$ cat src/design/xmac_pkg.sv
// shared types and constants for the x-mac low power listening controller
// no dependencies; imported by every module of the block

package xmac_pkg;

  // fixed field widths, tag width included
  localparam int TagW    = 8;
  localparam int ApbAddrW = 5;
  localparam int ApbDataW = 32;
  localparam int InDataW  = 64;
  localparam int OutDataW = 88;

  // event codes carried in s_tuser
  localparam logic [2:0] CmdSend    = 3'd0;
  localparam logic [2:0] CmdBackoff = 3'd1;
  localparam logic [2:0] CmdWakeup  = 3'd2;
  localparam logic [2:0] CmdStrobe  = 3'd3;
  localparam logic [2:0] CmdSleep   = 3'd4;
  localparam logic [2:0] CmdRx      = 3'd5;
  localparam logic [2:0] CmdStop    = 3'd6;

  // received packet kinds
  localparam logic [1:0] KindStrobe   = 2'd0;
  localparam logic [1:0] KindEarlyAck = 2'd1;

  // mac states
  localparam logic [2:0] StDisabled    = 3'd0;
  localparam logic [2:0] StSleep       = 3'd1;
  localparam logic [2:0] StListen      = 3'd2;
  localparam logic [2:0] StStrobe      = 3'd3;
  localparam logic [2:0] StData        = 3'd4;
  localparam logic [2:0] StCheckStrobe = 3'd6;

  // radio commands
  localparam logic [2:0] RadioNone   = 3'd0;
  localparam logic [2:0] RadioWake   = 3'd1;
  localparam logic [2:0] RadioSleep  = 3'd2;
  localparam logic [2:0] RadioStrobe = 3'd3;
  localparam logic [2:0] RadioData   = 3'd4;
  localparam logic [2:0] RadioAck    = 3'd5;

  // completion kinds
  localparam logic [1:0] DoneNone    = 2'd0;
  localparam logic [1:0] DoneSent    = 2'd1;
  localparam logic [1:0] DoneDropped = 2'd2;

  // timer bits
  localparam logic [3:0] TmrBackoff = 4'b0001;
  localparam logic [3:0] TmrWake    = 4'b0010;
  localparam logic [3:0] TmrStrobe  = 4'b0100;
  localparam logic [3:0] TmrSleep   = 4'b1000;
  localparam logic [3:0] TmrAll     = 4'b1111;

  localparam logic [15:0] BcastAddr  = 16'h00ff;
  localparam logic [9:0]  MaskCap    = 10'h3ff;
  localparam logic [3:0]  MaskCapExp = 4'd10;

  // register indexes
  localparam logic [2:0] RegNodeAddr   = 3'd0;
  localparam logic [2:0] RegPreamble   = 3'd1;
  localparam logic [2:0] RegMaxRetries = 3'd2;
  localparam logic [2:0] RegQueueLimit = 3'd3;
  localparam logic [2:0] RegMinBackoff = 3'd4;

  // register reset values
  localparam logic [15:0] RstNodeAddr   = 16'd0;
  localparam logic [15:0] RstPreamble   = 16'd51;
  localparam logic [3:0]  RstMaxRetries = 4'd7;
  localparam logic [5:0]  RstQueueLimit = 6'd30;
  localparam logic [9:0]  RstMinBackoff = 10'd2;

  typedef struct packed {
    logic [15:0] own_addr;
    logic [15:0] preamble_limit;
    logic [3:0]  retry_limit;
    logic [5:0]  queue_limit;
    logic [9:0]  min_backoff;
  } cfg_t;

  // input transfer payload, declared msb first
  typedef struct packed {
    logic [15:0]     random_value;
    logic [15:0]     rx_src_addr;
    logic [15:0]     rx_dest_addr;
    logic [1:0]      rx_packet_kind;
    logic            rx_valid;
    logic            preamble_detected;
    logic            channel_clear;
    logic [TagW-1:0] message_tag;
  } in_item_t;

  // result payload, declared msb first
  typedef struct packed {
    logic [2:0]      radio_state;
    logic            deliver_received;
    logic [15:0]     backoff_delay;
    logic [3:0]      timer_stop_mask;
    logic [3:0]      timer_restart_mask;
    logic [TagW-1:0] done_tag;
    logic [1:0]      done_kind;
    logic [15:0]     ack_dest_addr;
    logic [15:0]     tx_sequence;
    logic [TagW-1:0] tx_message_tag;
    logic [2:0]      radio_command;
  } res_t;

  typedef struct packed {
    logic push;
    logic pop;
  } fifo_ctrl_t;

  typedef struct packed {
    logic empty;
    logic full;
  } fifo_stat_t;

endpackage

$ cat src/design/xmac_cfg_regs.sv
// apb configuration registers of the x-mac controller
// depends on xmac_pkg for the register indexes and cfg_t

module xmac_cfg_regs import xmac_pkg::*; (
  input  logic                clk_i,
  input  logic                rst_ni,
  input  logic                psel,
  input  logic                penable,
  input  logic                pwrite,
  input  logic [ApbAddrW-1:0] paddr,
  input  logic [ApbDataW-1:0] pwdata,
  output logic [ApbDataW-1:0] prdata,
  output logic                pready,
  output cfg_t                cfg_o
);

  cfg_t        cfg_q, cfg_d;
  logic        wr_en;
  logic [2:0]  reg_idx;

  assign pready  = 1'b1;
  assign wr_en   = psel & penable & pwrite;
  assign reg_idx = paddr[4:2];

  always_comb begin
    cfg_d = cfg_q;
    if (wr_en) begin
      unique case (reg_idx)
        RegNodeAddr:   cfg_d.own_addr       = pwdata[15:0];
        RegPreamble:   cfg_d.preamble_limit = pwdata[15:0];
        RegMaxRetries: cfg_d.retry_limit    = pwdata[3:0];
        RegQueueLimit: cfg_d.queue_limit    = pwdata[5:0];
        RegMinBackoff: cfg_d.min_backoff    = pwdata[9:0];
        default: ;
      endcase
    end
  end

  always_comb begin
    unique case (reg_idx)
      RegNodeAddr:   prdata = ApbDataW'(cfg_q.own_addr);
      RegPreamble:   prdata = ApbDataW'(cfg_q.preamble_limit);
      RegMaxRetries: prdata = ApbDataW'(cfg_q.retry_limit);
      RegQueueLimit: prdata = ApbDataW'(cfg_q.queue_limit);
      RegMinBackoff: prdata = ApbDataW'(cfg_q.min_backoff);
      default:       prdata = '0;
    endcase
  end

  always_ff @(posedge clk_i or negedge rst_ni) begin
    if (!rst_ni) begin
      cfg_q.own_addr       <= RstNodeAddr;
      cfg_q.preamble_limit <= RstPreamble;
      cfg_q.retry_limit    <= RstMaxRetries;
      cfg_q.queue_limit    <= RstQueueLimit;
      cfg_q.min_backoff    <= RstMinBackoff;
    end else begin
      cfg_q <= cfg_d;
    end
  end

  assign cfg_o = cfg_q;

endmodule

$ cat src/design/xmac_tag_fifo.sv
// circular queue of pending message tags with a registered head read
// depends on xmac_pkg for the fifo control and status structs

module xmac_tag_fifo import xmac_pkg::*; #(
  parameter int DEPTH = 32,
  parameter int TW    = 8
) (
  input  logic          clk_i,
  input  logic          rst_ni,
  input  fifo_ctrl_t    ctrl_i,
  input  logic [TW-1:0] wdata_i,
  input  logic [5:0]    queue_limit_i,
  output fifo_stat_t    stat_o,
  output logic [TW-1:0] head_o
);

  localparam int CntW = $clog2(DEPTH + 1);
  localparam int PtrW = (DEPTH > 1) ? $clog2(DEPTH) : 1;
  localparam int SumW = CntW + 1;
  localparam int LimW = (CntW > 6) ? CntW : 6;

  logic [TW-1:0]   mem [DEPTH];
  logic [TW-1:0]   head_data_q;
  logic [PtrW-1:0] head_q, head_d, wr_ptr;
  logic [CntW-1:0] count_q, count_d;
  logic [SumW-1:0] wr_sum;

  assign wr_sum = SumW'(head_q) + SumW'(count_q);
  assign wr_ptr = (wr_sum >= SumW'(DEPTH)) ? PtrW'(wr_sum - SumW'(DEPTH)) : PtrW'(wr_sum);

  always_comb begin
    head_d = head_q;
    if (ctrl_i.pop) begin
      head_d = (head_q == PtrW'(DEPTH - 1)) ? '0 : head_q + 1'b1;
    end
  end

  always_comb begin
    count_d = count_q;
    if (ctrl_i.push && !ctrl_i.pop) begin
      count_d = count_q + 1'b1;
    end else if (ctrl_i.pop && !ctrl_i.push) begin
      count_d = count_q - 1'b1;
    end
  end

  always_ff @(posedge clk_i or negedge rst_ni) begin
    if (!rst_ni) begin
      head_q  <= '0;
      count_q <= '0;
    end else begin
      head_q  <= head_d;
      count_q <= count_d;
    end
  end

  // head_data_q always mirrors the entry at head_q, forwarding a write to it
  always_ff @(posedge clk_i) begin
    if (ctrl_i.push) begin
      mem[wr_ptr] <= wdata_i;
    end
    if (ctrl_i.push && (wr_ptr == head_d)) begin
      head_data_q <= wdata_i;
    end else begin
      head_data_q <= mem[head_d];
    end
  end

  assign stat_o.empty = (count_q == '0);
  assign stat_o.full  = (LimW'(count_q) >= LimW'(queue_limit_i)) ||
                        (count_q == CntW'(DEPTH));
  assign head_o       = head_data_q;

endmodule

$ cat src/design/xmac_core.sv
// event decision logic and protocol state of the x-mac controller
// depends on xmac_pkg; drives the tag fifo through fifo_ctrl_t

module xmac_core import xmac_pkg::*; #(
  parameter int TW = 8
) (
  input  logic          clk_i,
  input  logic          rst_ni,
  input  logic          fire_i,
  input  logic [2:0]    cmd_i,
  input  in_item_t      item_i,
  input  cfg_t          cfg_i,
  input  fifo_stat_t    fifo_stat_i,
  input  logic [TW-1:0] fifo_head_i,
  output fifo_ctrl_t    fifo_ctrl_o,
  output logic [TW-1:0] fifo_wdata_o,
  output res_t          res_o
);

  logic [2:0]    ms_q, ms_d;
  logic [15:0]   sc_q, sc_d;
  logic [15:0]   seq_q, seq_d;
  logic [3:0]    retry_q, retry_d;
  logic [TW-1:0] ctag_q, ctag_d;
  logic          cval_q, cval_d;

  logic          do_sod, sod_rs;
  logic [TW-1:0] sod_tag, in_tag;
  logic [3:0]    restart, stop;
  logic [9:0]    bo_mask;
  logic          push, pop;
  res_t          r;

  assign in_tag = item_i.message_tag[TW-1:0];

  always_comb begin
    ms_d    = ms_q;
    sc_d    = sc_q;
    seq_d   = seq_q;
    retry_d = retry_q;
    ctag_d  = ctag_q;
    cval_d  = cval_q;
    do_sod  = 1'b0;
    sod_rs  = 1'b0;
    sod_tag = ctag_q;
    restart = '0;
    stop    = '0;
    push    = 1'b0;
    pop     = 1'b0;
    r       = '0;
    r.radio_command = RadioNone;
    r.done_kind     = DoneNone;

    unique case (cmd_i)
      CmdSend: begin
        seq_d = seq_q + 1'b1;
        if (item_i.channel_clear && !cval_q) begin
          do_sod  = 1'b1;
          sod_rs  = 1'b1;
          sod_tag = in_tag;
        end else begin
          if (!fifo_stat_i.full) begin
            push = 1'b1;
          end else begin
            r.done_kind = DoneDropped;
            r.done_tag  = TagW'(in_tag);
          end
          restart = restart | TmrBackoff;
        end
      end
      CmdBackoff: begin
        if (!fifo_stat_i.empty) begin
          if (item_i.channel_clear && !cval_q) begin
            pop     = 1'b1;
            do_sod  = 1'b1;
            sod_rs  = 1'b1;
            sod_tag = fifo_head_i;
            retry_d = '0;
          end else if (retry_q < cfg_i.retry_limit) begin
            retry_d = retry_q + 1'b1;
          end else begin
            r.done_kind = DoneDropped;
            r.done_tag  = TagW'(fifo_head_i);
            pop         = 1'b1;
            retry_d     = '0;
          end
          restart = restart | TmrBackoff;
        end
      end
      CmdWakeup: begin
        stop            = TmrWake;
        restart         = TmrSleep;
        r.radio_command = RadioWake;
        ms_d            = StListen;
      end
      CmdStrobe: begin
        if (cval_q) begin
          do_sod = 1'b1;
          ms_d   = StStrobe;
        end
      end
      CmdSleep: begin
        if (!item_i.preamble_detected) begin
          r.radio_command = RadioSleep;
          ms_d            = StSleep;
          restart         = TmrWake;
        end
      end
      CmdRx: begin
        stop = TmrSleep;
        if (item_i.rx_valid) begin
          if (item_i.rx_packet_kind == KindStrobe) begin
            ms_d = StCheckStrobe;
            if (item_i.rx_dest_addr == cfg_i.own_addr) begin
              r.radio_command = RadioAck;
              r.ack_dest_addr = item_i.rx_src_addr;
              ms_d            = StListen;
            end else if (item_i.rx_dest_addr != BcastAddr) begin
              ms_d = StListen;
              if (!item_i.preamble_detected) begin
                r.radio_command = RadioSleep;
                ms_d            = StSleep;
                restart         = TmrWake;
              end
            end
          end else if (item_i.rx_packet_kind == KindEarlyAck) begin
            if (cval_q) begin
              // early ack cuts the strobe train short
              stop             = TmrStrobe;
              restart          = TmrSleep;
              r.radio_command  = RadioData;
              r.tx_message_tag = TagW'(ctag_q);
              r.tx_sequence    = seq_q;
              r.done_kind      = DoneSent;
              r.done_tag       = TagW'(ctag_q);
              ms_d             = StListen;
              cval_d           = 1'b0;
              sc_d             = '0;
            end else begin
              stop = TmrSleep | TmrStrobe;
            end
          end else begin
            r.deliver_received = 1'b1;
            ms_d               = StListen;
            stop               = '0;
            restart            = TmrSleep;
          end
        end
      end
      CmdStop: begin
        ms_d            = StDisabled;
        stop            = TmrAll;
        r.radio_command = RadioSleep;
      end
      default: ;
    endcase

    // strobe or data for the message now current
    if (do_sod) begin
      ctag_d = sod_tag;
      cval_d = 1'b1;
      if (sc_q < cfg_i.preamble_limit) begin
        r.radio_command  = RadioStrobe;
        r.tx_message_tag = TagW'(sod_tag);
        r.tx_sequence    = seq_d;
        sc_d             = sc_q + 1'b1;
        ms_d             = StListen;
        stop             = stop | TmrSleep;
        if (sod_rs) begin
          restart = restart | TmrStrobe;
        end
      end else begin
        sc_d             = '0;
        r.radio_command  = RadioData;
        r.tx_message_tag = TagW'(sod_tag);
        r.tx_sequence    = seq_d;
        r.done_kind      = DoneSent;
        r.done_tag       = TagW'(sod_tag);
        ms_d             = StListen;
        cval_d           = 1'b0;
        stop             = stop | TmrStrobe;
        restart          = restart | TmrSleep;
      end
    end

    r.timer_restart_mask = restart;
    r.timer_stop_mask    = stop;
    r.radio_state        = ms_d;
  end

  // backoff window grows with the retry count left by this event
  assign bo_mask = (retry_d >= MaskCapExp) ? MaskCap : 10'((11'd1 << retry_d) - 11'd1);

  always_comb begin
    res_o = r;
    if (restart[0]) begin
      res_o.backoff_delay = 16'(item_i.random_value[9:0] & bo_mask) +
                            16'(cfg_i.min_backoff);
    end
  end

  assign fifo_ctrl_o.push = fire_i & push;
  assign fifo_ctrl_o.pop  = fire_i & pop;
  assign fifo_wdata_o     = in_tag;

  always_ff @(posedge clk_i or negedge rst_ni) begin
    if (!rst_ni) begin
      ms_q    <= StListen;
      sc_q    <= '0;
      seq_q   <= '0;
      retry_q <= '0;
      ctag_q  <= '0;
      cval_q  <= 1'b0;
    end else if (fire_i) begin
      ms_q    <= ms_d;
      sc_q    <= sc_d;
      seq_q   <= seq_d;
      retry_q <= retry_d;
      ctag_q  <= ctag_d;
      cval_q  <= cval_d;
    end
  end

endmodule

$ cat src/design/xmac_low_power_mac_controller.sv
// x-mac low power listening controller: stream top level with apb configuration
// depends on xmac_pkg, xmac_cfg_regs, xmac_tag_fifo and xmac_core
//
// usage:
//   slave stream carries one event per transfer; s_tuser holds the event code,
//   s_tdata the event fields. master stream returns exactly one result per event.
//   the apb port sets node address, preamble limit, retries, queue limit and
//   minimum backoff; write it only while no event is in flight.
// timing:
//   an event taken from the slave stream sits in the input register, is decided
//   combinationally and lands in the result register, which drives m_tvalid and
//   m_tdata. one event per cycle is sustained while m_tready is high; the
//   decision logic and the tag queue's registered head read both keep up every cycle.
// stalls and reset:
//   with m_tready low the result holds and the input register still takes one
//   more event; s_tready drops only when both registers are full.
//   reset puts the mac in listen with no message in flight and an empty queue;
//   registers return to their defaults.

module xmac_low_power_mac_controller import xmac_pkg::*; #(
  parameter int QUEUE_DEPTH = 32
) (
  input  logic                clk_i,
  input  logic                rst_ni,
  // fields from bit 0: message_tag[7:0], channel_clear, preamble_detected,
  // rx_valid, rx_packet_kind[1:0], rx_dest_addr[15:0], rx_src_addr[15:0],
  // random_value[15:0], zero fill
  input  logic [InDataW-1:0]  s_tdata,
  // fields from bit 0: command[2:0]
  input  logic [2:0]          s_tuser,
  input  logic                s_tvalid,
  output logic                s_tready,
  // fields from bit 0: radio_command[2:0], tx_message_tag[7:0], tx_sequence[15:0],
  // ack_dest_addr[15:0], done_kind[1:0], done_tag[7:0], timer_restart_mask[3:0],
  // timer_stop_mask[3:0], backoff_delay[15:0], deliver_received, radio_state[2:0],
  // zero fill
  output logic [OutDataW-1:0] m_tdata,
  output logic                m_tvalid,
  input  logic                m_tready,
  input  logic                psel,
  input  logic                penable,
  input  logic                pwrite,
  input  logic [ApbAddrW-1:0] paddr,
  input  logic [ApbDataW-1:0] pwdata,
  output logic [ApbDataW-1:0] prdata,
  output logic                pready
);

  localparam int TW = TagW;

  cfg_t          cfg;
  fifo_ctrl_t    fifo_ctrl;
  fifo_stat_t    fifo_stat;
  logic [TW-1:0] fifo_head, fifo_wdata;

  in_item_t      in_q;
  logic [2:0]    cmd_q;
  logic          in_valid_q;
  res_t          res, out_q;
  logic          out_valid_q;
  logic          fire;

  assign fire     = in_valid_q && (!out_valid_q || m_tready);
  assign s_tready = !in_valid_q || fire;

  always_ff @(posedge clk_i or negedge rst_ni) begin
    if (!rst_ni) begin
      in_valid_q  <= 1'b0;
      out_valid_q <= 1'b0;
    end else begin
      if (s_tvalid && s_tready) begin
        in_valid_q <= 1'b1;
      end else if (fire) begin
        in_valid_q <= 1'b0;
      end
      if (fire) begin
        out_valid_q <= 1'b1;
      end else if (m_tready) begin
        out_valid_q <= 1'b0;
      end
    end
  end

  always_ff @(posedge clk_i) begin
    if (s_tvalid && s_tready) begin
      in_q  <= in_item_t'(s_tdata[$bits(in_item_t)-1:0]);
      cmd_q <= s_tuser;
    end
    if (fire) begin
      out_q <= res;
    end
  end

  xmac_cfg_regs u_cfg_regs (
    .clk_i   (clk_i),
    .rst_ni  (rst_ni),
    .psel    (psel),
    .penable (penable),
    .pwrite  (pwrite),
    .paddr   (paddr),
    .pwdata  (pwdata),
    .prdata  (prdata),
    .pready  (pready),
    .cfg_o   (cfg)
  );

  xmac_tag_fifo #(
    .DEPTH (QUEUE_DEPTH),
    .TW    (TW)
  ) u_tag_fifo (
    .clk_i         (clk_i),
    .rst_ni        (rst_ni),
    .ctrl_i        (fifo_ctrl),
    .wdata_i       (fifo_wdata),
    .queue_limit_i (cfg.queue_limit),
    .stat_o        (fifo_stat),
    .head_o        (fifo_head)
  );

  xmac_core #(
    .TW (TW)
  ) u_core (
    .clk_i        (clk_i),
    .rst_ni       (rst_ni),
    .fire_i       (fire),
    .cmd_i        (cmd_q),
    .item_i       (in_q),
    .cfg_i        (cfg),
    .fifo_stat_i  (fifo_stat),
    .fifo_head_i  (fifo_head),
    .fifo_ctrl_o  (fifo_ctrl),
    .fifo_wdata_o (fifo_wdata),
    .res_o        (res)
  );

  assign m_tvalid = out_valid_q;
  assign m_tdata  = OutDataW'(out_q);

endmodule
$ cat config.mk
export PLATFORM = sky130hd
export DESIGN_NAME = xmac_low_power_mac_controller
export DESIGN_NICKNAME = d
export VERILOG_FILES = /design/src/design/xmac_pkg.sv /design/src/design/xmac_cfg_regs.sv /design/src/design/xmac_tag_fifo.sv /design/src/design/xmac_core.sv /design/src/design/xmac_low_power_mac_controller.sv
export SDC_FILE = /design/constraint.sdc
export NUM_CORES = 1
export LEC_CHECK = 0
export BUFFER_PORTS_ARGS = -buffer_cell sky130_fd_sc_hd__buf_2
export CELL_PAD_IN_SITES_DETAIL_PLACEMENT = 1
export CELL_PAD_IN_SITES_GLOBAL_PLACEMENT = 2
export CORE_MARGIN = 1.5
export CORE_UTILIZATION = 38
export CTS_CLUSTER_DIAMETER = 120
export DETAILED_ROUTE_END_ITERATION = 8
export PLACE_DENSITY_LB_ADDON = 0.12
export SKIP_CTS_REPAIR_TIMING = 1
export SYNTH_ARGS = -nofsm -noshare
export SYNTH_HDL_FRONTEND = slang
export SYNTH_SLANG_ARGS = --single-unit
$ cat constraint.sdc
create_clock -name clk_i -period 4.25 [get_ports clk_i]
set_clock_uncertainty 0.1 [all_clocks]
set_input_delay 0.85 -clock clk_i [delete_from_list [all_inputs] [get_ports clk_i]]
set_output_delay 0.85 -clock clk_i [all_outputs]
set_load 0.005 [all_outputs]
Word-level counts from Yosys, hierarchy flattened. Memory sizes are Yosys's and may differ from the RTL's. A register that Yosys moved wholly into a read port is not among the register bits. Index checks and enable logic that the tools add are counted. W data, S select, Z words.

Register bits: 252. RAM bits: 256. Bits of input ports: 111. Output and inout port bits: 123. Memories kept: 1.

Memories: u_tag_fifo.mem (words 32, bits a word 8, read ports 1, clocked after memory_dff 1, wr ports 1, RTL line xmac_tag_fifo.sv:22) `logic [TW-1:0] mem [DEPTH];`.

Add/subtract/negate cells: 10. Magnitude comparators: 5. Eq/ne operators: 16. Shift-type cells: 1. Muxes and demuxes: 104. Bitwise operators: 7. Reduce and logical (&&, ||, !) cells: 34.

Operator list (count): $mux W16 (10); $mux W10 (11); $mux W27 (3); $pmux W16 S5 (1); $mux W4 (18); $mux W53 (1); $mux W24 (2); $mux W3 (13); $add A16 B1 Y16 const B (2); $pmux W10 S3 (1); $mux W1 (25); $mux W8 (3); $pmux W4 S5 (1); $add A16 B10 Y16 (1); $eq A16 B16 Y1 (1); $lt A16 B16 Y1 (1); $ne A16 B8 Y1 const B (1); $pmux W8 S2 (1); $mux W5 (3); $pmux W3 S5 (1); $reduce_bool A2 Y1 (7); $eq A3 B2 Y1 const B (4); $eq A3 B3 Y1 const B (4); $mux W6 (2); other kinds (36) (60).

Logic depth before layout (Yosys ltp).
Depth after elaboration: 10. Depth in mapped cells: 20.

Cells and area by module. Synthesis repeated with hierarchy kept, for this count alone.

Cell total of the unflattened synthesis: 1664. Area total of the unflattened synthesis: 23447.5 µm².

By module, submodules not included: xmac_tag_fifo (times used 1, cells each 608, area each 11154.4 µm²); xmac_core (times used 1, cells each 693, area each 5141.2 µm²); xmac_low_power_mac_controller (times used 1, cells each 161, area each 4514.3 µm²); xmac_cfg_regs (times used 1, cells each 202, area each 2637.5 µm²).

Worst setup path before layout. No wires, ideal clock.

Path kind: flip-flop to flip-flop. Start point: register u_tag_fifo.count_q[0]. End point: register out_q, in the netlist m_tdata[71], data pin. Setup time: 269 ps. Arrival time: 4373 ps. Required time: 3881 ps. Path slack: -492 ps. Cell stages (with the launch flop): 18. Path buffers: 0. Clock period less this slack: 4742 ps. Path through: dfrtp_1 -> or4_4 -> o311ai_2 -> nor2_1 -> a22o_1 -> or3_1 -> ha_1 -> nand2_1 -> nor4b_1 -> nor4b_1 -> ha_1 -> a21o_1 -> a21oi_1 -> nor2b_1 -> o21a_1 -> o41a_1 -> a211oi_1 -> nor3_1.

Word-level cells in the longest chain between the ends: 8.

RTL lines: start, declared (RTL line xmac_tag_fifo.sv:25) `logic [CntW-1:0] count_q, count_d;`; start signal, assigned (RTL line xmac_tag_fifo.sv:53) `count_q <= count_d;`; $logic_not A6 Y1 * (RTL line xmac_tag_fifo.sv:69) `assign stat_o.empty = (count_q == '0);`; $mux W4 (RTL line xmac_core.sv:72) `if (!fifo_stat_i.empty) begin`; $mux W4 (RTL line xmac_core.sv:54) `unique case (cmd_i)`; $shl A1 B4 Y10 (RTL line xmac_core.sv:192) `assign bo_mask = (retry_d >= MaskCapExp) ? MaskCap : 10'((11'd1 << retry_d) - 11'd1);`; $sub A10 B1 Y10 (RTL line xmac_core.sv:192); $mux W10 (RTL line xmac_core.sv:192); $and A10 B10 Y10 (RTL line xmac_core.sv:197) `res_o.backoff_delay = 16'(item_i.random_value[9:0] & bo_mask) +`; $add A16 B10 Y16 (RTL line xmac_core.sv:197); end signal, assigned (RTL line xmac_low_power_mac_controller.sv:90) `out_q <= res;`; end, declared (RTL line xmac_low_power_mac_controller.sv:59) `res_t res, out_q;`.

Every way passes the cells marked *; elsewhere a longest branch is shown, timed or not. A chain may end at the register's enable or synchronous reset.

Worst setup path after layout.
Start point: register u_tag_fifo.count_q[1]. End point: register out_q, in the netlist m_tdata[71], data pin.

The elaborated chain is that of the path after synthesis.

==> impl_metrics.toml <==
[status]
result_of_the_run = "finished, violations left"
violations = "negative setup slack"

[global_routing]
wire_length_of_the_first_global_routing_pass_um = 88400
number_of_antenna_violations_at_the_first_check_in_global_routing = 0
busiest_layer_in_global_routing = "met2"
vias_in_the_first_global_route = 14386
global_route.overflow_total = 0
gr_met1_demand_resource = 0.279
pin_count_of_the_biggest_net_entering_global_routing = 89
grt_use_met3 = 0.0308
grt_util_all_layers = 0.196
grt_util_met2 = 0.314

[floorplanning]
placeableCoreArea_sq_um = 57700
die_h_um = 245
core.rowCount = 88
io_pins = 234
full_die_area_sq_um = 59800
initial_util = 0.384
die-width_um = 245

[sta]
grt_setup_unrepaired = "yes"
post-route-min-period_ps = 4470
finalHoldViolCount = 0
worst_slack_ps = -223
timing.final.crit_share = 1.05
timing.final.setup_violations = 4
drv_slew = 0
fin_tns_setup_ps = -689
max_freq_mhz = 224
worst_slew_margin_rel = 0.153
tightestPinTransition_ps = 1270

[setup_path]
criticalPathCategory = "flip-flop to flip-flop"
crit_arrival_ps = 4710
ff2ff_setup_slack_ps = -220
setup.worst_path.start_class = "flip-flop"
critPathMaxStageDelay_ps = 560
critPathSlowestCell = "or4_4"
reg2reg_from = "u_tag_fifo.count_q[1]$_DFFE_PN0P_"
cpLargestDelayFamily = "simple AND/OR/NAND/NOR gates"
worstSetupStartpoint = "u_tag_fifo.count_q[1]$_DFFE_PN0P_"
cp-endpoint = "m_tdata[71]$_SDFFCE_PN0P_"
cp_data_required_time_ps = 4490
timing.reg2reg.worst_path_depth = 18
r2r-end = "m_tdata[71]$_SDFFCE_PN0P_"
worst_setup_path_end_kind = "flip-flop"
worstPathBufferInverterCount = 0
path_cells = "or4_4 > or3_4 > and3_4 > nand2_1 > o21ai_1 > or3_4 > ha_4 > nand2_2 > nor4b_2 > nor4b_2 > ha_1 > a21o_1 > a21oi_2 > nor2b_1 > o21a_1 > o41a_1 > a211oi_2 > nor3_1"
crit_cells = 18
worstPathMaxFanout = 5

[clock_network]
cts.root.buffer_cell = "clkbuf_16"
clock-sinks = 508
clock_tree.buffer_depth = 3
cts_made_buffers = 55
cts_tree = "done"
worst_setup_hold_path_clk_slew_ps = 60
clkLatencyLatePin_ps = 620
htree_num_levels = 2

[place]
gp_congestion = 0.766
detailedPlacementHpwl_um = 39600
placed_cells = 2521
port_buffers = 177

[yosys]
synth.largest_area_cell = "edfxtp_1"
asyncSetResetFlopFracSynth = 0.222
synth_sequential_area_ratio = 0.661
synth_area_per_cell_sq_um = 14.5
ys_top_cells_by_area = "edfxtp_1 53%, dfrtp_1 11%, mux4_2 6.5%"
yosysTopAreaCellShare = 0.528
synth_cell_types = 72
count_of_flip_flops_with_a_built_in_enable_after_synthesis = 390
synthesis.yosys.warnings = 0
yosys_register_bits = 508
synthesis.area_sq_um = 22200
ys_top_cells_by_count = "390 x edfxtp_1, 112 x nor2_1, 106 x nand2_1"
most_frequent_cell_after_synthesis = "edfxtp_1"
synthFlopType = "edfxtp_1"
post_synthesis_cell_count = 1531

[final_layout]
total_area_of_multi_input_combinational_cells_sq_um = 7220
register_area_sq_um = 14700
post_layout_nonfiller_instances = 2630
layout-drive-gt1-share = 0.295
antenna-diode-count = 0
fillers = 5857
area_growth_pct = 19.9
fin_nets = 1983

[worst_hold_path]
timing.hold.worst.class = "input port to async pin"

[routing]
route.detailed.wl_per_inst_um = 22.3
route.final.wire_length_um = 58600
antenna_violating_nets_post_route = 0
detail_route.drc_violations = 0
dr_total_vias = 13827
drtPass1Iterations = 8
drt-vias-per-instance = 5.26
initialDrtViolationCount = 761

[run]
maxCapViolations = 0

[power_and_ir_drop]
maximum_vdd_drop_uv = 321
p_per_area_nw_per_um2 = 529
static_leakage_nw = 10.2
[cell type report]
class / count / share of cell area
clock buffers: 75 / 0.0561
inverters: 39 / 0.00560
well taps: 765 / 0.0360
repair buffers: 297 / 0.0692
multi-input cells: 919 / 0.271
clock inverters: 27 / 0.0104
flip-flops and latches: 508 / 0.551
[placed cells by master, fill, tap and decap left out, types with 21 or more instances in the layout]
master     Yosys  routed
mux4_2        64      64
xor2_1        27      27
ha_1          49      45
inv_1         38      37
mux2_2        46      46
nand2_1      106     105
xnor2_1       27      26
dfrtp_1      100      99
o21ai_0       81      77
conb_1         2      29
nor2_1       112     110
clkbuf_16      0      55
buf_2         11     176
and2_1        28      27
edfxtp_1     390     390
a21oi_1       39      38
buf_4         29     114
o22ai_1       36      36
nand3_1       22      21
[power breakdown]
group	leakage [nW]	total, W	switching (W)	internal [W]
registers	5.07	0.00616	0.000385	0.00577
logic	4.28	0.00324	0.00175	0.00149
clock network	0.854	0.00468	0.00197	0.00271
total	10.2	0.0141	0.00410	0.00997
[flip-flops by register name, summed over array words and instances, names as in the netlist, named ones only]
signal              flops
u_core.sc_q            16
u_core.cval_q           1
m_tdata                76
u_tag_fifo.head_q       5
u_core.ctag_q           8
u_core.ms_q             3
cmd_q                   3
u_cfg_regs.cfg_o       52
u_tag_fifo.count_q      6
u_core.seq_q           16
u_tag_fifo.mem        256
in_q                   55
m_tvalid                1
in_valid_q              1
u_core.retry_q          4
[worst reg2reg max path, stage by stage, from the launching register on]
cell and delay [ps]:
dfrtp_2 400, or4_4 560, or3_4 360, and3_4 230
nand2_1 70, o21ai_1 80, or3_4 360, ha_4 190
nand2_2 60, nor4b_2 50, nor4b_2 270, ha_1 300
a21o_1 180, a21oi_2 130, nor2b_1 70, o21a_1 190
o41a_1 370, a211oi_2 190, nor3_1 70
[per-layer routing]
layer  vias to the layer above  wire length (um)
li1                       6361                 -
met1                      7088             27500
met2                       294             27500
met3                        84              2460
met4                         0              1200
met5                         -                 0
[worst min path at each step]
stage	start	end	slack, ps	cells past startpoint
6_report	rst_ni	u_core.seq_q[2]$_DFFE_PN0P_	110	1
5_1_grt	rst_ni	u_core.seq_q[2]$_DFFE_PN0P_	110	1
4_1_cts	rst_ni	u_core.seq_q[9]$_DFFE_PN0P_	90	1
3_5_place_dp	u_core.seq_q[15]$_DFFE_PN0P_	u_core.seq_q[15]$_DFFE_PN0P_	380	1
3_3_place_gp	in_valid_q$_DFFE_PN0P_	m_tvalid$_DFFE_PN0P_	370	1
2_1_floorplan	in_valid_q$_DFFE_PN0P_	m_tvalid$_DFFE_PN0P_	360	1
[cells by family (layout without fill, tap and decap cells)]
logic type	count (synthesis)	after routing	synth area share
buffers and inverters	131	438	0.0280
other	2	29	0.000339
adders and majority gates	52	52	0.0304
xor gates and xnor gates	54	54	0.0213
muxes	123	123	0.0942
AOI/OAI and AO/OA	267	267	0.0780
DFF	508	508	0.661
and+or+nand+nor	394	394	0.0868
[metrics by stage]
step                instance area (sq um)  hold slack, ps  worst slack (ps)  total power (W)   util
finish                              26600             107              -223           0.0141  0.461
global route                        26600             109              -399           0.0148  0.461
CTS                                 26400            91.8              -439           0.0141  0.457
detailed placement                  24600             385              -391          0.00937  0.426
global placement                    24600             373              -347          0.00929  0.426
floorplan                           22300             357              -219          0.00815      -
Power figures use the tool's default switching activity.
